===== config.mk =====
export PLATFORM = sky130hd
export DESIGN_NAME = door_code_lock_controller_core
export DESIGN_NICKNAME = d
export VERILOG_FILES = /design/src/hdl/dclc_pkg.sv /design/src/hdl/dclc_cfg.sv /design/src/hdl/dclc_step.sv /design/src/hdl/door_code_lock_controller_core.sv
export SDC_FILE = /design/constraint.sdc
export NUM_CORES = 1
export LEC_CHECK = 0
export BUFFER_PORTS_ARGS = -buffer_cell sky130_fd_sc_hd__buf_2
export CAP_MARGIN = 40
export CORE_ASPECT_RATIO = 0.5
export CORE_UTILIZATION = 45
export DETAILED_ROUTE_END_ITERATION = 10
export PLACE_DENSITY = 0.67
export SYNTH_ARGS = -nofsm -noshare
export SYNTH_HDL_FRONTEND = slang
export SYNTH_SLANG_ARGS = --single-unit

===== constraint.sdc =====
create_clock -name clk -period 4.2 [get_ports clk]
set_clock_uncertainty 0.1 [all_clocks]
set_input_delay 0.63 -clock clk [delete_from_list [all_inputs] [get_ports clk]]
set_output_delay 0.63 -clock clk [all_outputs]
set_load 0.005 [all_outputs]

===== src/hdl/dclc_pkg.sv =====
// types and codes of the door code lock core
// no dependencies
`default_nettype none

package dclc_pkg;

  localparam int ENTRY_W = 40;
  localparam int TICK_W  = 16;
  localparam int TRY_W   = 4;
  localparam int CFG_IDX_W = 2;
  localparam int CFG_DAT_W = 16;
  localparam int OUT_DAT_W = 16;

  typedef enum logic [1:0] {
    CMD_ENTRY  = 2'd0,
    CMD_OPEN   = 2'd1,
    CMD_CHANGE = 2'd2,
    CMD_TICK   = 2'd3
  } cmd_t;

  typedef enum logic [1:0] {
    RPL_ACCEPTED = 2'd0,
    RPL_MATCH    = 2'd1,
    RPL_MISMATCH = 2'd2,
    RPL_IGNORED  = 2'd3
  } reply_t;

  typedef enum logic [3:0] {
    PH_SET_FIRST   = 4'd0,
    PH_SET_CONFIRM = 4'd1,
    PH_IDLE        = 4'd2,
    PH_VERIFY_OPEN = 4'd3,
    PH_VERIFY_CHG  = 4'd4,
    PH_TURNING     = 4'd5,
    PH_HOLDING     = 4'd6,
    PH_CLOSING     = 4'd7,
    PH_ALARM       = 4'd8
  } phase_t;

  typedef enum logic [1:0] {
    MOTOR_OFF = 2'd0,
    MOTOR_CW  = 2'd1,
    MOTOR_CCW = 2'd2
  } motor_t;

  typedef enum logic [CFG_IDX_W-1:0] {
    CFG_MAX_WRONG = 2'd0,
    CFG_TURN      = 2'd1,
    CFG_HOLD      = 2'd2,
    CFG_ALARM     = 2'd3
  } cfg_idx_t;

  typedef struct packed {
    logic [TRY_W-1:0]  max_wrong;
    logic [TICK_W-1:0] turn_ticks;
    logic [TICK_W-1:0] hold_ticks;
    logic [TICK_W-1:0] alarm_ticks;
  } cfg_regs_t;

  typedef struct packed {
    phase_t            phase;
    logic [TRY_W-1:0]  wrong_cnt;
    logic [TICK_W-1:0] tick_cnt;
  } lock_state_t;

  typedef struct packed {
    logic alarm_on;
    motor_t motor;
    phase_t phase;
    reply_t reply;
  } lock_result_t;

  typedef struct packed {
    logic first_ld;
    logic stored_ld;
  } code_ld_t;

endpackage

`default_nettype wire


===== src/hdl/dclc_cfg.sv =====
// configuration registers of the door code lock core
// depends on dclc_pkg
`default_nettype none

module dclc_cfg
  import dclc_pkg::*;
(
  input  wire logic                 clk,
  input  wire logic                 rst_n,
  input  wire logic                 wr_en,
  input  wire logic [CFG_IDX_W-1:0] wr_idx,
  input  wire logic [CFG_DAT_W-1:0] wr_data,
  output cfg_regs_t                 regs
);

  cfg_regs_t regs_r;
  cfg_regs_t regs_nxt;

  always_comb begin
    regs_nxt = regs_r;
    if (wr_en) begin
      case (cfg_idx_t'(wr_idx))
        CFG_MAX_WRONG: regs_nxt.max_wrong   = wr_data[TRY_W-1:0];
        CFG_TURN:      regs_nxt.turn_ticks  = wr_data[TICK_W-1:0];
        CFG_HOLD:      regs_nxt.hold_ticks  = wr_data[TICK_W-1:0];
        CFG_ALARM:     regs_nxt.alarm_ticks = wr_data[TICK_W-1:0];
        default:       regs_nxt = regs_r;
      endcase
    end
  end

  always_ff @(posedge clk) begin
    if (!rst_n) begin
      regs_r.max_wrong   <= TRY_W'(3);
      regs_r.turn_ticks  <= TICK_W'(2);
      regs_r.hold_ticks  <= TICK_W'(1);
      regs_r.alarm_ticks <= TICK_W'(8);
    end else begin
      regs_r <= regs_nxt;
    end
  end

  assign regs = regs_r;

endmodule

`default_nettype wire


===== src/hdl/dclc_step.sv =====
// next-state and result logic of the door code lock core for one event
// depends on dclc_pkg
`default_nettype none

module dclc_step
  import dclc_pkg::*;
#(
  parameter int CMP_W = 40
) (
  input  wire cmd_t             cmd,
  input  wire logic [CMP_W-1:0] code,
  input  wire logic [CMP_W-1:0] first_code,
  input  wire logic [CMP_W-1:0] stored_code,
  input  wire lock_state_t      cur,
  input  wire cfg_regs_t        cfg,
  output lock_state_t           nxt,
  output lock_result_t          res,
  output code_ld_t              ld
);

  logic [TICK_W-1:0] tick_inc;
  logic [TICK_W-1:0] tick_lim;
  logic              tick_end;
  logic [TRY_W-1:0]  wrong_inc;
  phase_t            tick_next_phase;

  assign tick_inc  = cur.tick_cnt + TICK_W'(1);
  assign wrong_inc = cur.wrong_cnt + TRY_W'(1);

  always_comb begin
    case (cur.phase)
      PH_TURNING: begin
        tick_lim = cfg.turn_ticks;
        tick_next_phase = PH_HOLDING;
      end
      PH_HOLDING: begin
        tick_lim = cfg.hold_ticks;
        tick_next_phase = PH_CLOSING;
      end
      PH_CLOSING: begin
        tick_lim = cfg.turn_ticks;
        tick_next_phase = PH_IDLE;
      end
      default: begin
        tick_lim = cfg.alarm_ticks;
        tick_next_phase = PH_IDLE;
      end
    endcase
  end

  assign tick_end = (tick_inc >= tick_lim);

  always_comb begin
    nxt = cur;
    res.reply = RPL_IGNORED;
    ld = '0;
    case (cur.phase)
      PH_SET_FIRST: begin
        if (cmd == CMD_ENTRY) begin
          ld.first_ld = 1'b1;
          nxt.phase = PH_SET_CONFIRM;
          res.reply = RPL_ACCEPTED;
        end
      end
      PH_SET_CONFIRM: begin
        if (cmd == CMD_ENTRY) begin
          if (code == first_code) begin
            ld.stored_ld = 1'b1;
            nxt.phase = PH_IDLE;
            res.reply = RPL_MATCH;
          end else begin
            nxt.phase = PH_SET_FIRST;
            res.reply = RPL_MISMATCH;
          end
        end
      end
      PH_VERIFY_OPEN, PH_VERIFY_CHG: begin
        if (cmd == CMD_ENTRY) begin
          if (code == stored_code) begin
            nxt.wrong_cnt = '0;
            nxt.tick_cnt = '0;
            nxt.phase = (cur.phase == PH_VERIFY_OPEN) ? PH_TURNING : PH_SET_FIRST;
            res.reply = RPL_MATCH;
          end else begin
            nxt.wrong_cnt = wrong_inc;
            if (wrong_inc >= cfg.max_wrong) begin
              nxt.wrong_cnt = '0;
              nxt.tick_cnt = '0;
              nxt.phase = PH_ALARM;
            end
            res.reply = RPL_MISMATCH;
          end
        end
      end
      PH_TURNING, PH_HOLDING, PH_CLOSING, PH_ALARM: begin
        if (cmd == CMD_TICK) begin
          res.reply = RPL_ACCEPTED;
          if (tick_end) begin
            nxt.tick_cnt = '0;
            nxt.phase = tick_next_phase;
          end else begin
            nxt.tick_cnt = tick_inc;
          end
        end
      end
      default: begin
        if (cmd == CMD_OPEN) begin
          nxt.phase = PH_VERIFY_OPEN;
          res.reply = RPL_ACCEPTED;
        end else if (cmd == CMD_CHANGE) begin
          nxt.phase = PH_VERIFY_CHG;
          res.reply = RPL_ACCEPTED;
        end
      end
    endcase

    res.phase = nxt.phase;
    case (nxt.phase)
      PH_TURNING: res.motor = MOTOR_CW;
      PH_CLOSING: res.motor = MOTOR_CCW;
      default:    res.motor = MOTOR_OFF;
    endcase
    res.alarm_on = (nxt.phase == PH_ALARM);
  end

endmodule

`default_nettype wire


===== src/hdl/door_code_lock_controller_core.sv =====
// Door code lock controller. Each input transfer is one event (code entry, open request,
// change request or timer tick) and yields exactly one result transfer with the verdict,
// the new phase, the motor drive and the alarm flag. An event is registered on entry and
// handled when the result register is free, where the phase, counters and codes update and
// the result is registered; a new event is taken every cycle, so throughput is one event per
// cycle, limited only by output back-pressure. Only the low 8*CODE_DIGITS bits of an entry
// (at most 40) are compared and stored. Configuration writes are taken at any time but
// belong in idle periods.
// depends on dclc_pkg, dclc_cfg and dclc_step
`default_nettype none

module door_code_lock_controller_core
  import dclc_pkg::*;
#(
  parameter int CODE_DIGITS = 5
) (
  input  wire logic                 clk,
  input  wire logic                 rst_n,
  input  wire logic                 in_tvalid,
  output logic                      in_tready,
  input  wire logic [ENTRY_W-1:0]   in_tdata,   // entry_code
  input  wire logic [1:0]           in_tuser,   // command
  output logic                      out_tvalid,
  input  wire logic                 out_tready,
  output logic [OUT_DAT_W-1:0]      out_tdata,  // reply, phase, motor_drive, alarm_on, zero pad
  input  wire logic                 cfg_valid,
  output logic                      cfg_ready,
  input  wire logic [CFG_IDX_W-1:0] cfg_index,
  input  wire logic [CFG_DAT_W-1:0] cfg_data
);

  localparam int CMP_W = (8 * CODE_DIGITS < ENTRY_W) ? 8 * CODE_DIGITS : ENTRY_W;

  logic              in_vld_r;
  cmd_t              in_cmd_r;
  logic [CMP_W-1:0]  in_code_r;
  logic              out_vld_r;
  lock_result_t      out_res_r;
  lock_state_t       state_r;
  logic [CMP_W-1:0]  first_r;
  logic [CMP_W-1:0]  stored_r;

  lock_state_t       state_nxt;
  lock_result_t      res_nxt;
  code_ld_t          ld;
  cfg_regs_t         cfg;
  logic              step_en;
  logic              in_xfer;

  assign cfg_ready = 1'b1;

  dclc_cfg u_cfg (
    .clk     (clk),
    .rst_n   (rst_n),
    .wr_en   (cfg_valid & cfg_ready),
    .wr_idx  (cfg_index),
    .wr_data (cfg_data),
    .regs    (cfg)
  );

  dclc_step #(
    .CMP_W (CMP_W)
  ) u_step (
    .cmd         (in_cmd_r),
    .code        (in_code_r),
    .first_code  (first_r),
    .stored_code (stored_r),
    .cur         (state_r),
    .cfg         (cfg),
    .nxt         (state_nxt),
    .res         (res_nxt),
    .ld          (ld)
  );

  assign step_en   = in_vld_r & (~out_vld_r | out_tready);
  assign in_tready = ~in_vld_r | step_en;
  assign in_xfer   = in_tvalid & in_tready;

  always_ff @(posedge clk) begin
    if (!rst_n) begin
      in_vld_r  <= 1'b0;
      out_vld_r <= 1'b0;
      state_r.phase     <= PH_SET_FIRST;
      state_r.wrong_cnt <= '0;
      state_r.tick_cnt  <= '0;
    end else begin
      if (in_tready) begin
        in_vld_r <= in_tvalid;
      end
      if (step_en) begin
        out_vld_r <= 1'b1;
        state_r   <= state_nxt;
      end else if (out_tready) begin
        out_vld_r <= 1'b0;
      end
    end
  end

  always_ff @(posedge clk) begin
    if (in_xfer) begin
      in_cmd_r  <= cmd_t'(in_tuser);
      in_code_r <= in_tdata[CMP_W-1:0];
    end
    if (step_en) begin
      out_res_r <= res_nxt;
      if (ld.first_ld) begin
        first_r <= in_code_r;
      end
      if (ld.stored_ld) begin
        stored_r <= in_code_r;
      end
    end
  end

  assign out_tvalid = out_vld_r;
  assign out_tdata  = {(OUT_DAT_W - $bits(lock_result_t))'(0), out_res_r};

endmodule

`default_nettype wire


After elaboration in Yosys (flattened, before gate mapping)
Index checks and enable logic that the tools add are counted.
{ "totals": {"output_inout_bits": 19, "latchBits": 0, "ramBits": 0, "rom_bits": 0, "reg_bits": 209, "wordCells": 98, "input_bits": 65, "memories": 0} }
{ "op_classes": {"n_reduce_logical": 16, "n_bitwise": 6, "order_cmp": 2, "div": 0, "mul": 0, "n_shift": 0, "mux": 34, "eq_ne": 21, "n_addsub": 2} }
{ "ops": {"columns": ["cell", "count"], "rows": [
  ["40-bit equality test", 2],
  ["24-bit two-way mux", 3],
  ["16-bit case mux with 2 select lines", 2],
  ["16-bit two-way mux", 2],
  ["4-bit by 3-bit equality test with 1-bit output (second input constant)", 6],
  ["4-bit two-way mux", 6],
  ["2-bit two-way mux", 9],
  ["16-bit by 1-bit adder with 16-bit output (second input constant)", 1],
  ["16-bit greater-or-equal comparator", 1],
  ["4-bit case mux with 4 select lines", 1],
  ["2-bit AND reduction", 6],
  ["2-bit equality test (second input constant)", 4],
  ["4-bit equality test (second input constant)", 2],
  ["2-bit case mux with 4 select lines", 1],
  ["1-bit two-way mux", 7],
  ["3-bit case mux with 2 select lines", 1],
  ["5-bit AND reduction", 1],
  ["4-bit by 1-bit adder with 4-bit output (second input constant)", 1],
  ["2-bit by 1-bit equality test with 1-bit output (second input constant)", 2],
  ["4-bit by 1-bit equality test with 1-bit output (second input constant)", 1],
  ["4-bit by 2-bit equality test with 1-bit output (second input constant)", 1],
  ["4-bit greater-or-equal comparator", 1],
  ["2-bit zero test", 2],
  ["4-bit zero test", 1],
  ["other kinds (11)", 17]
]} }

Depth between registers and ports, before layout
{ "depth": {"ltp_word": 9, "mapped_depth": 17, "mapped_depth_nobuf": 15} }

Hierarchy
Synthesis repeated with hierarchy kept, for this count alone.
{ "hier_totals": {"cells_unflattened": 827, "hier_area_um2": 9696.8} }
{ "by_module_without_submodules": {"columns": ["mod", "area_per_inst_um2", "seq_area_each_um2", "instances", "cells_per_inst"], "rows": [
  ["door_code_lock_controller_core", 5063.6, 4454.3, 1, 257],
  ["dclc_step", 2670.1, 0.0, 1, 376],
  ["dclc_cfg", 1963.1, 1041.0, 1, 194]
]} }

Worst setup path before layout
Ideal clock, no wire load.
{ "synth_path": {"path_kind": "flip-flop to flip-flop", "start": "register state_r[0] (netlist bit)", "end": "register out_res_r (netlist bit out_tdata[7]), data pin", "path_buffers": 1, "setup_slack_ns": 0.258, "setup_ns": 0.256, "t_required_ns": 3.844, "arrival_time_ns": 3.585, "synth_period_minus_slack_ns": 3.942, "stages_incl_launch_ff": 16, "cell_sequence": "dfxtp_1 > ha_1 > and3_1 > and3_1 > and3_1 > clkbuf_1 > nand3_1 > xnor2_1 > ha_1 > and4_1 > nand4_1 > or4_4 > a31oi_2 > a31oi_1 > a311oi_2 > and4bb_1"} }
{ "synth_rtl": {"columns": ["item", "line_no", "source"], "rows": [
  ["start: declaration", "door_code_lock_controller_core.sv:39", "lock_state_t state_r;"],
  ["start signal: assignment", "door_code_lock_controller_core.sv:92", "state_r <= state_nxt;"],
  ["end signal: assignment", "door_code_lock_controller_core.sv:105", "out_res_r <= res_nxt;"],
  ["end: declaration", "door_code_lock_controller_core.sv:38", "lock_result_t out_res_r;"]
]} }

==> metrics <==
status=completed; pin count of the biggest net entering global routing=between 40 and 50; Skew-Pair Late Insertion Delay=roughly 0.50 ns; switching share of power=0.218; RSZ-0062 raised after global routing=no; ys flop type=edfxtp_1; IO buf count=75; GRT overflow=0; CTS tree=built; sequential share of power=0.508; ANT nets after route=0; first-pass GRT wire length=between 30000 and 40000 um; Area Growth Syn to Fin=15.6%; vias in the first global route=between 6000 and 7000; H-tree depth=1; Worst EP arrival=4.14 ns; Die ar.=approximately 21000 um2; Iteration-0 DRC Markers=around 500; Via density=5.35; post-cts hold buffer count=0; clk sinks=approximately 210; core area=19700 um2; # nets final=975; Final period util=0.950; fmax=approximately 250 MHz; Tot GR Track Use=0.183; final hold slack=~0.20 ns; post-synth top area share=0.427; post-synth cell types=63; initial antenna violation count=0; Startpoint Class=flop; I/O Pins=84; Slew Limit Fails=0; relative slew slack=0.474; DP Wirelength=~13000 um; most used cell along the critical path=and3_4; row cnt=36; final setup vio count=0; Comb power frac=0.056; Antenna Cells=0; GPL Wtd Cong=about 0.9; register area share after synthesis=0.597; per-cell routed wire length=16.4 um; critical path capture point type=flop; P_sw=approximately 980 uW; Slew @ Worst Pin=0.787 ns; Power, Total=4.51 mW; #FFs+latches synth=between 200 and 250; yosys warns=0; Cells after Synth=~810; CTS Buf Count=20; clk slew on worst S/H paths=around 0.07 ns; WS Path Type=reg2reg; CP Cell Sequence=ha_2 -> and3_4 -> and3_2 -> and3_4 -> nand3_1 -> xnor2_1 -> ha_1 -> and4_1 -> nand4_1 -> or4_4 -> a31oi_4 -> a31oi_1 -> a311oi_2 -> and4bb_1; TritonRoute pass-1 iters=8; Vias=a little over 6000; Post-synth EDFFs=131; fraction of layout cells with a size suffix above 1=0.169; minimum period implied by the final worst setup slack=~4 ns; maximum clock path buffer count=3; Synth Area per Inst=roughly 11 um2; Peak VDD IR=roughly 0.00025 V; Die W=204 um; largest area contributor in the synthesized netlist=edfxtp_1; Post-synth ARST share=0; worst hold path type=in2reg; Die H=103 um; Netlist Area Pre-Place=9210 um2; routed wire length=about 19000 um; Internal=about 3.5 mW; CP peak stage delay=0.60 ns; Root Buffer=clkbuf_16; CP Data Required Time=about 4.4 ns; effective utilization at floorplan=0.467; final hold viol count=0; Clk network pwr share=0.436; dominant cells by area after synthesis=edfxtp_1 43%, dfxtp_1 17%, xor2_1 7.7%; max_cap viols=0; Worst path slowest cell=or4_4; CP max FO=6; min setup slack post-route=between 0.2 and 0.25 ns; Power Density=around 420 nW/um2; P_leak=approximately 4.0 nW; drt drc=0; pre-CTS WS=-0.0150 ns; setup TNS=0 ns
metal layers:
metal	wire [um]	up-vias	track usage
li1	-	3051	-
met1	8570	2985	0.234
met2	8960	158	0.319
met3	1070	32	0.0373
met4	430	0	0.0499
met5	0	-	0
repair_timing:
action,4_1_cts,5_1_grt
setup buffers,0,0
gates resized for setup,2,9
setup endpoints to repair,7,20
power groups by stage:
stage | clock network [mW] | registers [mW] | logic, mW
final | 1.97 | 2.29 | 0.254
after CTS | 2.01 | 2.29 | 0.253
after detailed placement | 0 | 2.34 | 0.251
after floorplan | 0 | 2.32 | 0.166
after global placement | 0 | 2.34 | 0.243
after global routing | 2.08 | 2.30 | 0.283
Yosys cell counts, types with 10 or more instances:
cell      number
o21ai_0       17
a21oi_1       68
clkbuf_1      29
edfxtp_1     131
a222oi_1      15
and3_1        10
xnor2_1       16
dfxtp_1       78
nor4_1        20
nand3_1       19
nand2_1      120
inv_1         16
nor2_1        36
xor2_1        81
ha_1          26
critical path, delay by kind of cell (launching register included):
| kind | cells | cell delay (ns) |
|---|---|---|
| AOI/OAI and AO/OA | 3 | 0.59 |
| xor gates and xnor gates | 1 | 0.16 |
| adders and majority gates | 2 | 0.52 |
| DFF | 1 | 0.36 |
| and+or+nand+nor | 8 | 2.01 |
final timing paths:
kind / cells past startpoint / end / from / slack [ns]
worst max-delay path: 14 / out_tdata[7] / state_r[0] / 0.21
worst min-delay path: 1 / in_code_r[22] / in_tdata[22] / 0.20
worst max register to register: 14 / out_tdata[7] / state_r[0] / 0.21
worst min register to register: 2 / u_cfg.regs[39] / u_cfg.regs[39] / 0.35
final cells by class:
class,instances,area (um2)
fillers,1688,9080
well taps,266,333
flip-flops and latches,209,5500
clock inverters,11,175
clock buffers,24,546
repair buffers,92,528
inverters,19,71.3
multi-input cells,542,3500
per-stage QoR:
step / util / cells / area, um2
2_1_floorplan: - / 813 / 9230
4_1_cts: 0.538 / 1163 / 10600
5_1_grt: 0.540 / 1163 / 10600
3_5_place_dp: 0.501 / 1128 / 9890
6_report: 0.540 / 1163 / 10600
3_3_place_gp: 0.499 / 1125 / 9850
sequential cells by signal, indices dropped and copies added (netlist names):
signal and cells:
u_cfg.regs 52, first_r 40, in_code_r 40, stored_r 40, state_r 24, out_tdata 9, in_cmd_r 2, in_vld_r 1
out_tvalid 1
placed cells by master, fill, tap and decap left out, types with 4 or more instances in the layout:
cell type	count
a21o_1	5
a21oi_1	66
a222oi_1	15
a22oi_1	8
a31oi_1	6
and3_1	6
buf_2	75
buf_4	15
bufinv_16	4
clkbuf_16	20
clkinv_2	4
conb_1	8
dfxtp_1	77
edfxtp_1	131
ha_1	25
inv_1	16
nand2_1	120
nand2b_1	7
nand3_1	19
nand3b_1	8
nand4_1	9
nor2_1	36
nor2b_1	6
nor3_1	7
nor4_1	20
o21ai_0	17
o21ai_1	5
xnor2_1	16
xor2_1	81
logic make-up after synthesis:
| kind of cell | count (synthesis) | share of synthesized area |
|---|---|---|
| fa+ha+maj | 26 | 0.0353 |
| mux | 2 | 0.00217 |
| compound gates | 148 | 0.104 |
| other cells | 2 | 0.000816 |
| xor+xnor | 97 | 0.0923 |
| buf+inv | 62 | 0.0303 |
| simple gates | 261 | 0.138 |
| flops | 209 | 0.597 |
No activity file was read; power rests on OpenSTA's default activity.
